--- config.mk ---
export PLATFORM = sky130hd
export DESIGN_NAME = multi_reader_ring_allocator_core
export DESIGN_NICKNAME = d
export VERILOG_FILES = /design/src/rtl/mrra_pkg.sv /design/src/rtl/multi_reader_ring_allocator_core.sv
export SDC_FILE = /design/constraint.sdc
export NUM_CORES = 2
export LEC_CHECK = 0
export BUFFER_PORTS_ARGS = -buffer_cell sky130_fd_sc_hd__buf_4
export CAP_MARGIN = 20
export CORE_ASPECT_RATIO = 0.9
export CORE_MARGIN = 8
export CORE_UTILIZATION = 25
export CTS_BUF_LIST = sky130_fd_sc_hd__clkbuf_8
export DETAILED_ROUTE_END_ITERATION = 8
export SLEW_MARGIN = 20
export SYNTH_ARGS = -nofsm -noshare
export SYNTH_HDL_FRONTEND = slang
export SYNTH_SLANG_ARGS = --single-unit
--- constraint.sdc ---
create_clock -name clk -period 14.2 [get_ports clk]
set_input_delay 2.84 -clock clk [delete_from_list [all_inputs] [get_ports clk]]
set_output_delay 2.84 -clock clk [all_outputs]
set_load 0.05 [all_outputs]
--- src/rtl/mrra_pkg.sv ---
// Package for the multi-reader ring allocator: payload structs, opcodes, status codes.
// No dependencies.
package mrra_pkg;

    localparam int unsigned DEF_MAX_READERS = 10;
    localparam int unsigned POS_W = 25;
    localparam logic [POS_W-1:0] REGION_RESET = 25'd1048576;

    localparam logic [2:0] OP_ALLOC  = 3'd0;
    localparam logic [2:0] OP_FREE   = 3'd1;
    localparam logic [2:0] OP_DROP   = 3'd2;
    localparam logic [2:0] OP_RESIZE = 3'd3;
    localparam logic [2:0] OP_SPLIT  = 3'd4;
    localparam logic [2:0] OP_ATTACH = 3'd5;
    localparam logic [2:0] OP_DETACH = 3'd6;

    localparam logic [2:0] ST_OK       = 3'd0;
    localparam logic [2:0] ST_BIG      = 3'd1;
    localparam logic [2:0] ST_NOSPACE  = 3'd2;
    localparam logic [2:0] ST_NOTLAST  = 3'd3;
    localparam logic [2:0] ST_ORDER    = 3'd4;
    localparam logic [2:0] ST_NOSLOT   = 3'd5;
    localparam logic [2:0] ST_INACTIVE = 3'd6;

    typedef struct packed {
        logic [2:0]       opcode;
        logic [POS_W-1:0] offset;
        logic [POS_W-1:0] size;
        logic [POS_W-1:0] delta;
        logic [3:0]       consumer;
    } req_t;

    typedef struct packed {
        logic             ok;
        logic [2:0]       status;
        logic [POS_W-1:0] result_offset;
        logic [3:0]       slot_given;
        logic [31:0]      write_tag;
        logic [31:0]      wraps;
    } rsp_t;

endpackage

--- src/rtl/multi_reader_ring_allocator_core.sv ---
// Top level of the multi-reader ring allocator: sequencer, reader memory, slot stack.
// Depends on mrra_pkg.
//
//  channel | signals                        | beat
//  --------+--------------------------------+-------------------------------
//  request | in_valid, in_ready, in_data    | one opcode with its operands
//  result  | out_valid, out_ready, out_data | one result per request
//  config  | cfg_we, cfg_data               | region size, single cycle
//
// Alloc and resize scan the reader memory one slot a cycle through the single
// read port; free first reads its reader's entry, the others go straight to execute.
// Reset clears the active bits, sets the other scalars to their reset values and
// refills the slot stack; the reader memory needs no clearing since attach writes
// an entry before it is read. A stalled result is held in the output register; the
// next request is taken when it leaves, so one request is in flight at a time.
module multi_reader_ring_allocator_core #(
    parameter int unsigned MAX_READERS = mrra_pkg::DEF_MAX_READERS
) (
    input  logic                         clk,
    input  logic                         rst_n,
    input  logic                         in_valid,
    output logic                         in_ready,
    input  mrra_pkg::req_t               in_data,
    output logic                         out_valid,
    input  logic                         out_ready,
    output mrra_pkg::rsp_t               out_data,
    input  logic                         cfg_we,
    input  logic [mrra_pkg::POS_W-1:0]   cfg_data
);

    localparam int unsigned IW = (MAX_READERS > 1) ? $clog2(MAX_READERS) : 1;
    localparam int unsigned CW = $clog2(MAX_READERS + 1);
    localparam int unsigned PW = mrra_pkg::POS_W;
    localparam logic [CW-1:0] NREAD = CW'(MAX_READERS);

    localparam logic [2:0] S_IDLE  = 3'd0;
    localparam logic [2:0] S_SCAN  = 3'd1;
    localparam logic [2:0] S_LAST  = 3'd2;
    localparam logic [2:0] S_EXEC  = 3'd3;
    localparam logic [2:0] S_RD    = 3'd4;
    localparam logic [2:0] S_OUT   = 3'd5;

    // scalar state
    logic [2:0]    state_reg, state_next;
    logic [PW-1:0] region_reg;
    logic [PW-1:0] wpos_reg, wpos_next;
    logic [PW-1:0] deep_reg, deep_next;
    logic [31:0]   wdone_reg, wdone_next;
    logic [31:0]   wraps_reg, wraps_next;
    logic [MAX_READERS-1:0] act_reg, act_next;
    logic [CW-1:0] fcnt_reg, fcnt_next;
    logic [CW-1:0] acnt_reg, acnt_next;
    logic [IW-1:0] stack_reg [MAX_READERS];
    mrra_pkg::req_t req_reg;
    mrra_pkg::rsp_t rsp_reg, rsp_next;
    logic           ovalid_reg, ovalid_next;

    // scan accumulators
    logic [IW-1:0] idx_reg, idx_next;
    logic [PW:0]   best_reg, best_next;
    logic [31:0]   sum_reg, sum_next;
    logic          chk_reg, chk_next;  // data on the read port belongs to idx-1

    // reader memory: position and read count per slot
    logic [PW+31:0] rmem [MAX_READERS];
    logic [PW+31:0] rdata_reg;
    logic [IW-1:0]  raddr;
    logic           mwe;
    logic [IW-1:0]  waddr;
    logic [PW+31:0] wdata;

    always_ff @(posedge clk)
    begin
        if (mwe)
            rmem[waddr] <= wdata;
        rdata_reg <= rmem[raddr];
    end

    logic [PW-1:0] rd_pos;
    logic [31:0]   rd_cnt;
    assign rd_pos = rdata_reg[PW+31:32];
    assign rd_cnt = rdata_reg[31:0];

    assign in_ready  = (state_reg == S_IDLE) && !ovalid_reg;
    assign out_valid = ovalid_reg;
    assign out_data  = rsp_reg;

    logic [IW-1:0] cidx;
    logic          cvalid;
    assign cidx   = req_reg.consumer[IW-1:0];
    assign cvalid = ({1'b0, req_reg.consumer} < 5'(MAX_READERS)) && act_reg[cidx];

    // shifted reader candidate for the scan
    logic [PW:0] shift, cand;
    logic [IW-1:0] prev_idx;
    assign shift    = {1'b0, region_reg} + 1'b1;
    assign prev_idx = idx_reg - 1'b1;
    always_comb
    begin
        cand = {1'b0, rd_pos};
        if (rd_pos < wpos_reg || (rd_pos == wpos_reg && rd_cnt == wdone_reg))
            cand = {1'b0, rd_pos} + shift;
    end

    logic [PW:0]   slow;
    logic [31:0]   tot, expct;
    logic [PW:0]   w_sz, w_dl, o_sz;
    logic [IW-1:0] pop_slot;
    always_comb
    begin
        slow  = (best_reg > {1'b0, region_reg}) ? best_reg - shift : best_reg;
        tot   = (acnt_reg == '0) ? wdone_reg : sum_reg;
        expct = (acnt_reg == '0) ? wdone_reg : wdone_reg * 32'(acnt_reg);
        w_sz  = {1'b0, wpos_reg} + {1'b0, req_reg.size};
        w_dl  = {1'b0, wpos_reg} + {1'b0, req_reg.delta};
        o_sz  = {1'b0, req_reg.offset} + {1'b0, req_reg.size};
        pop_slot = stack_reg[fcnt_reg[IW-1:0] - 1'b1];
    end

    // sequencer
    always_comb
    begin
        state_next = state_reg;
        wpos_next = wpos_reg; deep_next = deep_reg;
        wdone_next = wdone_reg; wraps_next = wraps_reg;
        act_next = act_reg; fcnt_next = fcnt_reg; acnt_next = acnt_reg;
        idx_next = idx_reg; best_next = best_reg; sum_next = sum_reg;
        chk_next = 1'b0;
        rsp_next = rsp_reg; ovalid_next = ovalid_reg;
        raddr = idx_reg; mwe = 1'b0; waddr = cidx; wdata = '0;
        if (ovalid_reg && out_ready)
            ovalid_next = 1'b0;
        case (state_reg)
            S_IDLE:
            begin
                idx_next  = '0;
                best_next = {1'b0, wpos_reg} + shift;
                sum_next  = '0;
                if (in_valid && in_ready)
                begin
                    rsp_next = '0;
                    if (in_data.opcode == mrra_pkg::OP_ALLOC
                        || in_data.opcode == mrra_pkg::OP_RESIZE)
                        state_next = S_SCAN;
                    else if (in_data.opcode == mrra_pkg::OP_FREE)
                        state_next = S_RD;
                    else
                        state_next = S_EXEC;
                end
            end
            S_SCAN:
            begin
                // read slot idx, fold in slot idx-1
                raddr = idx_reg;
                chk_next = 1'b1;
                if (chk_reg && act_reg[prev_idx])
                begin
                    if (cand < best_reg)
                        best_next = cand;
                    sum_next = sum_reg + rd_cnt;
                end
                if (idx_reg == IW'(MAX_READERS - 1))
                    state_next = S_LAST;
                else
                    idx_next = idx_reg + 1'b1;
            end
            S_LAST:
            begin
                if (act_reg[idx_reg])
                begin
                    if (cand < best_reg)
                        best_next = cand;
                    sum_next = sum_reg + rd_cnt;
                end
                state_next = S_EXEC;
            end
            S_RD:
            begin
                raddr = cidx;
                state_next = S_EXEC;
            end
            S_EXEC:
            begin
                state_next = S_OUT;
                case (req_reg.opcode)
                    mrra_pkg::OP_ALLOC:
                    begin
                        if ({1'b0, req_reg.size} > {1'b0, region_reg})
                            rsp_next.status = mrra_pkg::ST_BIG;
                        else if (slow == {1'b0, wpos_reg} && tot != expct)
                            rsp_next.status = mrra_pkg::ST_NOSPACE;
                        else
                        begin
                            if (deep_reg != '0 && {1'b0, wpos_reg} >= slow)
                                deep_next = '0;
                            if (slow > {1'b0, wpos_reg} && w_sz > slow)
                                rsp_next.status = mrra_pkg::ST_NOSPACE;
                            else if (w_sz > {1'b0, region_reg})
                            begin
                                if ({1'b0, req_reg.size} > slow)
                                    rsp_next.status = mrra_pkg::ST_NOSPACE;
                                else
                                begin
                                    deep_next = wpos_reg;
                                    wraps_next = wraps_reg + 1'b1;
                                    wpos_next = req_reg.size;
                                    wdone_next = wdone_reg + 1'b1;
                                    rsp_next.result_offset = '0;
                                    rsp_next.write_tag = wdone_reg;
                                    rsp_next.wraps = wraps_reg + 1'b1;
                                end
                            end
                            else
                            begin
                                wpos_next = w_sz[PW-1:0];
                                wdone_next = wdone_reg + 1'b1;
                                rsp_next.result_offset = wpos_reg;
                                rsp_next.write_tag = wdone_reg;
                                rsp_next.wraps = wraps_reg;
                            end
                        end
                    end
                    mrra_pkg::OP_FREE:
                    begin
                        if (!cvalid)
                            rsp_next.status = mrra_pkg::ST_INACTIVE;
                        else if (req_reg.offset !=
                                 ((rd_pos == deep_reg) ? '0 : rd_pos))
                            rsp_next.status = mrra_pkg::ST_ORDER;
                        else
                        begin
                            mwe = 1'b1;
                            wdata = {req_reg.offset + req_reg.size, rd_cnt + 32'd1};
                        end
                    end
                    mrra_pkg::OP_DROP:
                    begin
                        if ({1'b0, wpos_reg} != o_sz)
                            rsp_next.status = mrra_pkg::ST_NOTLAST;
                        else
                        begin
                            if (o_sz == {1'b0, deep_reg})
                                deep_next = req_reg.offset;
                            wpos_next = req_reg.offset;
                            wdone_next = wdone_reg - 1'b1;
                        end
                    end
                    mrra_pkg::OP_RESIZE:
                    begin
                        if ({1'b0, wpos_reg} != o_sz)
                            rsp_next.status = mrra_pkg::ST_NOTLAST;
                        else if ((slow > {1'b0, wpos_reg} && w_dl > slow)
                                 || w_dl > {1'b0, region_reg})
                            rsp_next.status = mrra_pkg::ST_NOSPACE;
                        else
                        begin
                            if (deep_reg == wpos_reg)
                                deep_next = w_dl[PW-1:0];
                            wpos_next = w_dl[PW-1:0];
                        end
                    end
                    mrra_pkg::OP_SPLIT:
                        wdone_next = wdone_reg + 1'b1;
                    mrra_pkg::OP_ATTACH:
                    begin
                        if (fcnt_reg == '0)
                            rsp_next.status = mrra_pkg::ST_NOSLOT;
                        else
                        begin
                            fcnt_next = fcnt_reg - 1'b1;
                            rsp_next.slot_given = 4'(pop_slot);
                            mwe = 1'b1;
                            waddr = pop_slot;
                            wdata = {wpos_reg, wdone_reg};
                            act_next[pop_slot] = 1'b1;
                            acnt_next = acnt_reg + 1'b1;
                        end
                    end
                    mrra_pkg::OP_DETACH:
                    begin
                        if (!cvalid)
                            rsp_next.status = mrra_pkg::ST_INACTIVE;
                        else
                        begin
                            mwe = 1'b1;
                            wdata = {wpos_reg, wdone_reg};
                            act_next[cidx] = 1'b0;
                            if (fcnt_reg < NREAD)
                                fcnt_next = fcnt_reg + 1'b1;
                            if (acnt_reg != '0)
                                acnt_next = acnt_reg - 1'b1;
                        end
                    end
                    default:
                    begin
                    end
                endcase
                rsp_next.ok = (rsp_next.status == mrra_pkg::ST_OK);
            end
            S_OUT:
            begin
                ovalid_next = 1'b1;
                state_next  = S_IDLE;
            end
            default:
                state_next = S_IDLE;
        endcase
    end

    // free slot stack push on detach
    always_ff @(posedge clk or negedge rst_n)
    begin
        if (!rst_n)
        begin
            for (int i = 0; i < MAX_READERS; i++)
                stack_reg[i] <= IW'(MAX_READERS - 1 - i);
        end
        else if (state_reg == S_EXEC && req_reg.opcode == mrra_pkg::OP_DETACH
                 && cvalid && fcnt_reg < NREAD)
            stack_reg[fcnt_reg[IW-1:0]] <= cidx;
    end

    always_ff @(posedge clk)
    begin
        if (in_valid && in_ready)
            req_reg <= in_data;
        rsp_reg  <= rsp_next;
        idx_reg  <= idx_next;
        best_reg <= best_next;
        sum_reg  <= sum_next;
    end

    always_ff @(posedge clk or negedge rst_n)
    begin
        if (!rst_n)
        begin
            state_reg  <= S_IDLE;
            region_reg <= mrra_pkg::REGION_RESET;
            wpos_reg   <= '0;
            deep_reg   <= '0;
            wdone_reg  <= '0;
            wraps_reg  <= '0;
            act_reg    <= '0;
            fcnt_reg   <= NREAD;
            acnt_reg   <= '0;
            ovalid_reg <= 1'b0;
            chk_reg    <= 1'b0;
        end
        else
        begin
            state_reg  <= state_next;
            region_reg <= cfg_we ? cfg_data : region_reg;
            wpos_reg   <= wpos_next;
            deep_reg   <= deep_next;
            wdone_reg  <= wdone_next;
            wraps_reg  <= wraps_next;
            act_reg    <= act_next;
            fcnt_reg   <= fcnt_next;
            acnt_reg   <= acnt_next;
            ovalid_reg <= ovalid_next;
            chk_reg    <= chk_next;
        end
    end

    // the active count tracks the active bits
    a_acnt: assert property (@(posedge clk) disable iff (!rst_n)
        $countones(act_reg) == int'(acnt_reg))
        else $error("active count out of step");
    // free plus active slots make up all slots
    a_slots: assert property (@(posedge clk) disable iff (!rst_n)
        int'(fcnt_reg) + int'(acnt_reg) == MAX_READERS)
        else $error("slot accounting broken");
    // a result appears only after an execute step
    a_out: assert property (@(posedge clk) disable iff (!rst_n)
        $rose(ovalid_reg) |-> $past(state_reg) == S_OUT)
        else $error("result without execution");

endmodule
==> metrics.md <==
| Metric | Value |
|---|---|
| Post-Synthesis Cells | between 5000 and 6000 |
| Post-synth EDFFs | ~800 |
| Max cap viols | 0 |
| Worst path arrival time | 9300 ps |
| Area grow syn2layout | 14.66% |
| Pwr Density | approximately 240 nW/um^2 |
| Fin crit period | 8787 ps |
| Worst-case clock buffer depth | 3 |
| Synthesized net count | 6651 |
| Post-route cell area | 76510 sq um |
| Dominant cell type by area after synthesis | edfxtp_1 |
| Net switching component of the power | 0.008814 W |
| CTS tree | done |
| Max reg flops | 570 |
| Synthesized area per cell | 11.17 sq um |
| Count of buffers from port buffering | 210 |
| Top-area cell type share of the netlist area | 36.50% |
| 1st-iter DRT viols | 4729 |
| Core area | between 200000 and 300000 sq um |
| HP Class | register to register |
| CP endpoint kind | register |
| Post-synth top cells | 811 x edfxtp_1, 498 x ha_1, 404 x nand2_1, 392 x nor2_1, 389 x a21oi_1 |
| CP required | 14720 ps |
| Nets | 6884 |
| Clock power share | between 10% and 20% |
| Critical-path maximum fanout | between 60 and 70 |
| Fmax | 113.8 MHz |
| Initial Util | roughly 25% |
| Synth area leaders | edfxtp_1 36%, ha_1 9.3%, dfrtp_1 6.9% |
| Post-synthesis register bit count | 1070 |
| Cell Rows | 180 |
| Outcome | finished, final reports clean |
| Main synth FF type | edfxtp_1 |
| Area after DPL | 72620 sq um |
| WL final | 234100 microns |
| Reg clk slew, reported paths | 60 ps |
| Setup Crit Path Kind | register to register |
| Clock sinks | 1070 |
| FILL cells | 27220 |
| Max incr delay on CP | approximately 830 ps |
| Final Max Slew Viols | 0 |
| Crit-path slowest cell | nor3_1 |
| Worst Skew | 74.48 ps |
| Period utilisation layout | 61.88% |
| Chip height | 506.1 microns |
| Total grt overflow | 0 |
| Die W | between 500 and 600 microns |
| Initial antenna violation count | 15 |
| Leak | 30.53 nW |
| DPL Wire Length | 175200 microns |
| Ys Warns | 0 |
| Worst Max-Slew Pin Slew | about 1100 ps |
| GRT Util Overall | 15.81% |
| H-tree levels | 4 |
| Most frequent cell after synthesis | edfxtp_1 |
| Final setup viols | 0 |
| Number of setup buffers added after CTS | 0 |
| Reg2Reg Depth | 26 |
| Power share of the sequential group | 25.5% |
| Clock latency at the later pin of the worst-skew pair | 950 ps |
| Startpoint Class | register |
| Average via count per standard cell | roughly 5 |
| Avg WL per Cell | 23.60 microns |
| Slew margin rel. | 24.08% |
| Setup TNS | 0 ps |
| Root buf cell | clkbuf_8 |
| Post-Syn Area | 66730 sq um |
| GPL Wtd Cong | 0.9647 |
| Number of global-route vias before repair | slightly above 50000 |
| Largest net degree at the start of global routing | 123 |
| CP bufs+invs | 4 |
| Die area | 283700 sq um |
| Hold buffers post-CTS | 0 |
| Seq/Total Area, Yosys | 45.82% |
| Netlist cell types | 99 |
| Antenna Violating Nets Remaining | 0 |
| Delay-heaviest family, CP | simple AND/OR/NAND/NOR gates |
| CTS resizes | 0 |
| Final Hold Fails | 0 |
| First-pass GRT wire length | ~340000 microns |
| Share of cells above drive strength 1 | between 10% and 20% |
| Peak supply drop | between 0.2 and 0.3 mV |
| Comb pwr share | between 50 and 60% |
| WP depth | 26 |
| # IOs | 211 |
| Remaining DRCs | 0 |
| RSZ-0062 raised after global routing | no |
| Net Sw Frac | between 40% and 50% |
| CTS buffer count | 182 |
| Total number of vias | 50680 |
| P_int | 0.009306 W |
| Synth async-reset ratio | 18.88% |
| First drt pass iteration count | 6 |
| WHS Path Cells | 2 |
[layout by cell type (no fill, tap or decap), types with 130 or more instances in the layout]
cell and n:
buf_4 304, inv_1 299, nor3_1 130, nand2_1 403, a21o_1 136, dfrtp_1 184, ha_1 498, o21ai_0 256
xnor2_1 363, mux2i_1 131, clkbuf_8 203, a21oi_1 386, and2_1 145, edfxtp_1 811, nor2_1 387
[final timing paths]
kind                                from              to  slack (ps)
setup reg to reg           region_reg[0]    out_data[54]        5410
setup / recovery           region_reg[0]    out_data[54]        5410
max in group asynchronous          rst_n    stack_reg[8]       10240
hold reg to reg            stack_reg[10]   stack_reg[10]         480
hold / removal             stack_reg[10]   stack_reg[10]         480
min in group asynchronous          rst_n  region_reg[12]        1840
[per-stage QoR]
stage                     power [W]  hold slack, ps  instances  worst slack (ps)  utilization [%]
after floorplan             0.01149           444.6       5975              1437                -
after global placement      0.01488           457.1       9573              5637            27.26
after detailed placement    0.01501           469.6       9573              5472            27.26
after CTS                   0.01803           483.2       9917              5462            28.71
after global routing        0.01922           502.4       9919              4875            28.71
final                       0.01812           482.9       9922              5413            28.72
[layout make-up]
cell class                 count  area, sq um  share of cell area [%]
tap                         3549         4441                   5.804
inverter                     240        903.4                   1.181
sequential                  1070        30570                   39.96
clock inverter               141         1076                   1.406
multi-input combinational   4408        34390                   44.95
clock buffer                 203         2794                   3.652
antenna                        5        12.51                 0.01635
timing repair buffer         306         2317                   3.029
[kinds of logic after synthesis]
group / count (synthesis) / synth area share (%)
flip-flops: 1070 / 45.82
multiplexers: 357 / 7.937
AO/OA/AOI/OAI: 1331 / 13.07
XOR/XNOR: 492 / 6.499
buffers and inverters: 497 / 2.938
adder cells (fa/ha/maj): 568 / 11.38
AND/OR/NAND/NOR: 1660 / 12.36
[metal layers]
layer  global-route usage [%]  part of all wire [%]  vias up
met5                        0                0.0056        -
met4                    7.578                   5.1        2
met3                    2.848                   7.2      485
met2                    25.58                    46     2063
met1                    20.45                    42    25360
li1                         -                     -    22770
[worst min-delay path, delay by kind of cell (launching register included)]
kind               cells  cell delay, ps
DFF                    1             340
and+or+nand+nor        1              50
AOI/OAI and AO/OA      1              60
[power groups by stage]
stage / logic [W] / registers (W) / clock network, W
finish: 0.0106 / 0.00462 / 0.00294
global route: 0.0114 / 0.00463 / 0.00316
CTS: 0.0104 / 0.00459 / 0.00303
detailed placement: 0.0104 / 0.00465 / 0
global placement: 0.0102 / 0.00465 / 0
floorplan: 0.00702 / 0.00446 / 0
Power figures use the tool's default switching activity.
